## config.mk

```make
export PLATFORM = sky130hd
export DESIGN_NAME = srv_ctrl
export DESIGN_NICKNAME = d
export VERILOG_FILES = /design/src/design/srv_pkg.sv /design/src/design/srv_ctrl.sv
export SDC_FILE = /design/constraint.sdc
export NUM_CORES = 1
export LEC_CHECK = 0
export BUFFER_PORTS_ARGS = -buffer_cell sky130_fd_sc_hd__buf_2
export CORE_AREA = 3 3 40 42
export CTS_CLUSTER_SIZE = 28
export DETAILED_ROUTE_END_ITERATION = 12
export DIE_AREA = 0 0 43 45
export RECOVER_POWER = 100
export REMOVE_ABC_BUFFERS = 1
export SLEW_MARGIN = 20
export SYNTH_ARGS = -nofsm -noshare
export SYNTH_HDL_FRONTEND = slang
export SYNTH_SLANG_ARGS = --single-unit
```

## constraint.sdc

```tcl
create_clock -name clk -period 3.6 [get_ports clk]
set_input_delay 0.36 -clock clk [delete_from_list [all_inputs] [get_ports clk]]
set_output_delay 0.36 -clock clk [all_outputs]
set_load 0.02 [all_outputs]
```

## src/design/srv_pkg.sv

```systemverilog
`timescale 1ns / 1ps

package srv_pkg;

  localparam int MAX_SECTIONS = 32;
  localparam int ADDR_W = $clog2(MAX_SECTIONS);
  localparam int CNT_W = $clog2(MAX_SECTIONS + 1);

  localparam logic [1:0] ACT_LOAD     = 2'd0;
  localparam logic [1:0] ACT_RELOC    = 2'd1;
  localparam logic [1:0] ACT_VALIDATE = 2'd2;

  localparam logic [1:0] KIND_SECTION = 2'd0;
  localparam logic [1:0] KIND_RELOC   = 2'd1;
  localparam logic [1:0] KIND_FINAL   = 2'd2;

  localparam logic CFG_IMAGE_PRESENT = 1'b0;
  localparam logic CFG_IMAGE_SIZE    = 1'b1;

  typedef struct packed {
    logic        present;
    logic        no_bits;
    logic [63:0] offset;
    logic [63:0] size;
  } slot_t;

  typedef struct packed {
    logic load;
    logic reloc_start;
    logic reloc_emit;
    logic v_start;
    logic rd_i;
    logic scan;
    logic sec_emit;
    logic fin_emit;
  } srv_cmd_t;

  typedef struct packed {
    logic out_free;
    logic scan_done;
    logic last_sec;
    logic empty;
  } srv_stat_t;

endpackage

```

## src/design/srv_ctrl.sv

```systemverilog
`timescale 1ns / 1ps

module srv_ctrl (
  input  logic             clk,
  input  logic             rst_n,
  input  logic             in_valid,
  input  logic [1:0]       in_action,
  output logic             in_stall,
  input  srv_pkg::srv_stat_t stat,
  output srv_pkg::srv_cmd_t  cmd
);
  import srv_pkg::*;

  localparam logic [2:0] ST_IDLE  = 3'd0;
  localparam logic [2:0] ST_RELOC = 3'd1;
  localparam logic [2:0] ST_RDI   = 3'd2;
  localparam logic [2:0] ST_SCAN  = 3'd3;
  localparam logic [2:0] ST_EMIT  = 3'd4;
  localparam logic [2:0] ST_FINAL = 3'd5;

  logic [2:0] state_r;
  logic [2:0] state_nxt;
  logic       accept;

  assign in_stall = (state_r != ST_IDLE);
  assign accept   = in_valid && !in_stall;

  always_comb begin
    cmd       = '0;
    state_nxt = state_r;
    case (state_r)
      ST_IDLE: begin
        if (accept) begin
          case (in_action)
            ACT_LOAD: begin
              cmd.load = 1'b1;
            end
            ACT_RELOC: begin
              cmd.reloc_start = 1'b1;
              state_nxt       = ST_RELOC;
            end
            ACT_VALIDATE: begin
              cmd.v_start = 1'b1;
              state_nxt   = stat.empty ? ST_FINAL : ST_RDI;
            end
            default: begin
            end
          endcase
        end
      end
      ST_RELOC: begin
        if (stat.out_free) begin
          cmd.reloc_emit = 1'b1;
          state_nxt      = ST_IDLE;
        end
      end
      ST_RDI: begin
        cmd.rd_i  = 1'b1;
        state_nxt = ST_SCAN;
      end
      ST_SCAN: begin
        cmd.scan = 1'b1;
        if (stat.scan_done) begin
          state_nxt = ST_EMIT;
        end
      end
      ST_EMIT: begin
        if (stat.out_free) begin
          cmd.sec_emit = 1'b1;
          state_nxt    = stat.last_sec ? ST_FINAL : ST_RDI;
        end
      end
      ST_FINAL: begin
        if (stat.out_free) begin
          cmd.fin_emit = 1'b1;
          state_nxt    = ST_IDLE;
        end
      end
      default: begin
        state_nxt = ST_IDLE;
      end
    endcase
  end

  always_ff @(posedge clk) begin
    if (!rst_n) begin
      state_r <= ST_IDLE;
    end else begin
      state_r <= state_nxt;
    end
  end

endmodule

```

* Word level (Yosys, flattened, before mapping)
Index checks and enable logic that the tools add are counted.
** Cells by class
- Reduce and logical (&&, ||, !) cells :: 7
- Equal/unequal tests :: 12
- Muxes and demuxes :: 21
** Operator list (count)
- 2-to-1 mux 3 bit :: 6
- one-hot mux 3 bit (5 select lines) :: 1
- 2-to-1 mux 1 bit :: 11
- equality test 3 x 2 -> 1 bit (second input constant) :: 2
- equality test 3 bit (second input constant) :: 2
- inequality test 2 bit (second input constant) :: 3
- one-hot mux 3 bit (2 select lines) :: 1
- AND reduction 5 bit :: 1
- 2-to-1 mux 2 bit :: 2
- equality test 3 x 1 -> 1 bit (second input constant) :: 1
- zero test 3 bit :: 1
- inequality test 3 x 1 -> 1 bit (second input constant) :: 1
- nonzero test 3 bit :: 1
- equality test 2 x 1 -> 1 bit (second input constant) :: 1
- equality test 2 bit (second input constant) :: 1
- zero test 2 bit :: 1
- inequality test 2 x 1 -> 1 bit (second input constant) :: 1
- OR reduction 2 bit :: 1
- logical AND 1 bit :: 1
- zero test 1 bit :: 1
** Word-level totals
- Input port bits :: 9
- Logic and storage cells :: 41
- Register bits :: 3
- Output and inout port bits :: 9

* Logic depth before layout (Yosys ltp)
- Word-level depth :: 5
- Gate-level depth with buffers :: 6
- Depth with buffers taken out :: 6

* Worst setup path before layout
Ideal clock, no wire load.
- Path kind :: register to output
- Start point :: register state_r[1]
- End point :: output port cmd[1] in the netlist's numbering
- Stages on the path, launching flop included :: 3
- Buffers on the path :: 1
- Data arrival time :: 1.223 ns
- Path slack :: 2.017 ns
- Data required time :: 3.240 ns
- Path through :: dfxtp_1 -> clkbuf_1 -> nor4bb_1
** RTL lines
- start, declared :: RTL line srv_ctrl.sv:21 : logic [2:0] state_r;
- start signal, assigned :: RTL line srv_ctrl.sv:89 : state_r <= state_nxt;
- end, declared :: RTL line srv_ctrl.sv:10 : output srv_pkg::srv_cmd_t cmd

==> summary.txt <==
Detailed routing
  • Total number of vias: 382
  • Vias per cell: 4.96
  • Antenna Violating Nets Remaining: 0
  • Routed Wire Length: 871 um
  • WL/cell: 11.3 um
  • Number of DRC markers in iteration 0: 6
  • Pre-Repair DR Iteration Count: 2
  • DRC viols: 0

Run status
  • Status: complete, no violations

Logic synthesis
  • Top FF cell, synth: dfxtp_1
  • FFs w/ async S/R, synth: 0%
  • Yosys cell types: 25
  • Synthesized cell area: 337 um^2
  • Syn avg cell area: 7.65 um^2
  • Post-synth EDFFs: 0
  • Mapped Cells: 44
  • Synth warn: 0
  • Yosys reg bits: 3
  • Sequential share of the synthesized area: 17.8%

Timing
  • Skew final: 3.60 ps
  • F_max: 0.525 GHz
  • Setup violators final: 0
  • TNS Setup: 0 ps
  • Final Max Slew Viols: 0
  • Max transition margin: 67.2%
  • Crit share post-route: 52.9%
  • Post-layout min period: 1900 ps
  • Hold_ws: 374 ps
  • Final Hold Vio Count: 0
  • Slew @ Worst Pin: 492 ps
  • RSZ-0062 raised after global routing: false

Critical path
  • Critical path data arrival time: 1540 ps
  • Slowest stage delay, CP: 440 ps
  • Slowest CP cell: nor3_1
  • CP Cell Sequence: nor3_1 > and3_1 > clkbuf_1
  • Worst Setup End Kind: output port
  • Top delay family on crit path: simple AND/OR/NAND/NOR gates
  • Buf+Inv Stages, Crit Path: 1
  • WP data required: 3240 ps
  • Critical Path Source Type: flip-flop
  • Crit path max fanout: 15
  • Critical path class: flip-flop to output port

Clock tree
  • Hold-fix buffers, CTS: 0
  • Clk sink count: 3
  • Reg clk slew, reported paths: 40 ps
  • Clk root buf: clkbuf_4
  • Postcts setup bufs: 0
  • Clock Latency Late Sink: 230 ps
  • TritonCTS clock tree: done
  • Post-CTS Resized: 0
  • Clk buf depth: 2
  • H-tree depth: 1
  • CTS buffer count: 3

Die
  • Die area: 0.00194 mm^2
  • Top Ports: 18
  • Die height: 45 um
  • Initial Util: 26.2%
  • Core ar.: 0.00128 mm^2
  • Die width: 43 um
  • Cell row count: 13

Global route
  • Global-route wire length before repair: 1440 um
  • Initial antenna violation count: 0
  • Vias in the first global route: 355
  • Total grt overflow: 0
  • Largest net degree at the start of global routing: 16
  • Total track usage: 9.48%

Hold path
  • HP Class: input pin to flip-flop

Pwr
  • Total Power: 0.303 mW
  • Switching share of total power: 48.9%
  • Int Pwr: 0.155 mW
  • Flop pwr share: 28.3%
  • Leak Pwr: 0.198 nW
  • Worst vdd ir: 0.175 mV
  • Comb pwr share: 52.8%
  • PwrDens: 698 mW/mm^2
  • Clock share of power: 18.9%
  • NetSw: 0.148 mW

Run
  • Total of max-cap violations: 0

Place
  • DP HPWL: 655 um
  • Port bufs: 17
  • Placed inst area: 427 um^2
  • Gpl congestion: 0.722

Final layout
  • Final instance area: 434 um^2
  • Area grow syn2layout: 29.0%
  • Top flop regs: state_r (3)
  • Layout cell share with drive strength beyond 1: 16.1%
  • Fill cells: 139
  • Max reg flops: 3
  • Ant. Diodes: 0
  • Biggest register: state_r
  • Register area: 60.1 um^2
  • Final nets: 75
  • Area of the multi-input gates: 245 um^2
## layer usage
metal / part of all wire, % / GRT usage [%] / routed length (um) / vias up
met3: 7.8 / 2.39 / 68 / 0
met2: 46 / 15.9 / 403 / 13
met1: 46 / 11.8 / 399 / 170
met4: 0 / 3.61 / 0 / 0
met5: 0 / 0 / 0 / -
li1: - / - / - / 199
## worst register-to-register path, cell delays in order (launching register included)
cell and delay [ps]:
dfxtp_1 580, nor3_1 190, a221oi_1 500, mux2i_1 250, nor2b_1 60
## placed cells by master, fill, tap and decap left out, drive strengths merged
| master | instances |
|---|---|
| clkbuf | 14 |
| buf | 7 |
| nor2 | 4 |
| inv | 3 |
| nand2 | 3 |
| and3 | 3 |
| nor2b | 3 |
| ha | 3 |
| dfxtp | 3 |
| nor3b | 2 |
| nor3 | 2 |
| a221oi | 2 |
| a31oi | 2 |
| nor4bb | 1 |
| nand2b | 1 |
| or2 | 1 |
| and4bb | 1 |
| mux2i | 1 |
| a311o | 1 |
| o21a | 1 |
| a211oi | 1 |
| a21oi | 1 |
| nand4b | 1 |
| o21ai | 1 |
## stage by stage
stage	std cells	setup WS [ps]	util, %
2_1_floorplan	41	2050	-
3_3_place_gp	73	2000	33.2
3_5_place_dp	73	1950	33.2
4_1_cts	77	1710	35.2
5_1_grt	77	1580	33.8
6_report	77	1700	33.8
## logic make-up after synthesis
family          count (synthesis)  share of synthesized area (%)
compound gates                  9                           21.2
fa+ha+maj                       3                           11.2
buf+inv                         6                           7.43
flops                           3                           17.8
mux                             1                           2.97
simple gates                   22                           39.4
## final cells by class
class,instances,share of cell area (%)
multi-input combinational,35,56.5
inverter,3,2.59
clock buffer,4,6.05
timing repair buffer,17,16.7
sequential,3,13.8
tap,15,4.32
## path summary, 6_finish.rpt
kind	startpoint	endpoint	slack, ps	cells after the start
worst max-delay path	state_r[2]$_SDFFE_PN0P_	cmd[4]	1700	3
worst min register to register	state_r[0]$_SDFFE_PN0P_	state_r[0]$_SDFFE_PN0P_	700	2
worst max register to register	state_r[2]$_SDFFE_PN0P_	state_r[0]$_SDFFE_PN0P_	1900	4
worst min-delay path	rst_n	state_r[1]$_SDFFE_PN0P_	370	2
## Yosys cell counts (2+ instances only)
library cell  number  area share [%]
nor2b_1            3             5.6
nor3b_1            2             4.5
a31oi_1            2             3.7
nor2_1             4             4.5
buf_2              2             3.0
dfxtp_1            3              18
nor3_1             2             3.0
and3_1             3             5.6
inv_1              3             3.3
ha_1               3              11
nand2_1            3             3.3
## power groups by stage
| stage | clock network, mW | logic (mW) | registers [mW] |
|---|---|---|---|
| after CTS | 0.0595 | 0.175 | 0.0838 |
| final | 0.0572 | 0.160 | 0.0859 |
| after global placement | 0 | 0.172 | 0.0834 |
| after detailed placement | 0 | 0.174 | 0.0851 |
| after global routing | 0.0621 | 0.179 | 0.0891 |
| after floorplan | 0 | 0.132 | 0.0736 |
Power figures use the tool's default switching activity.
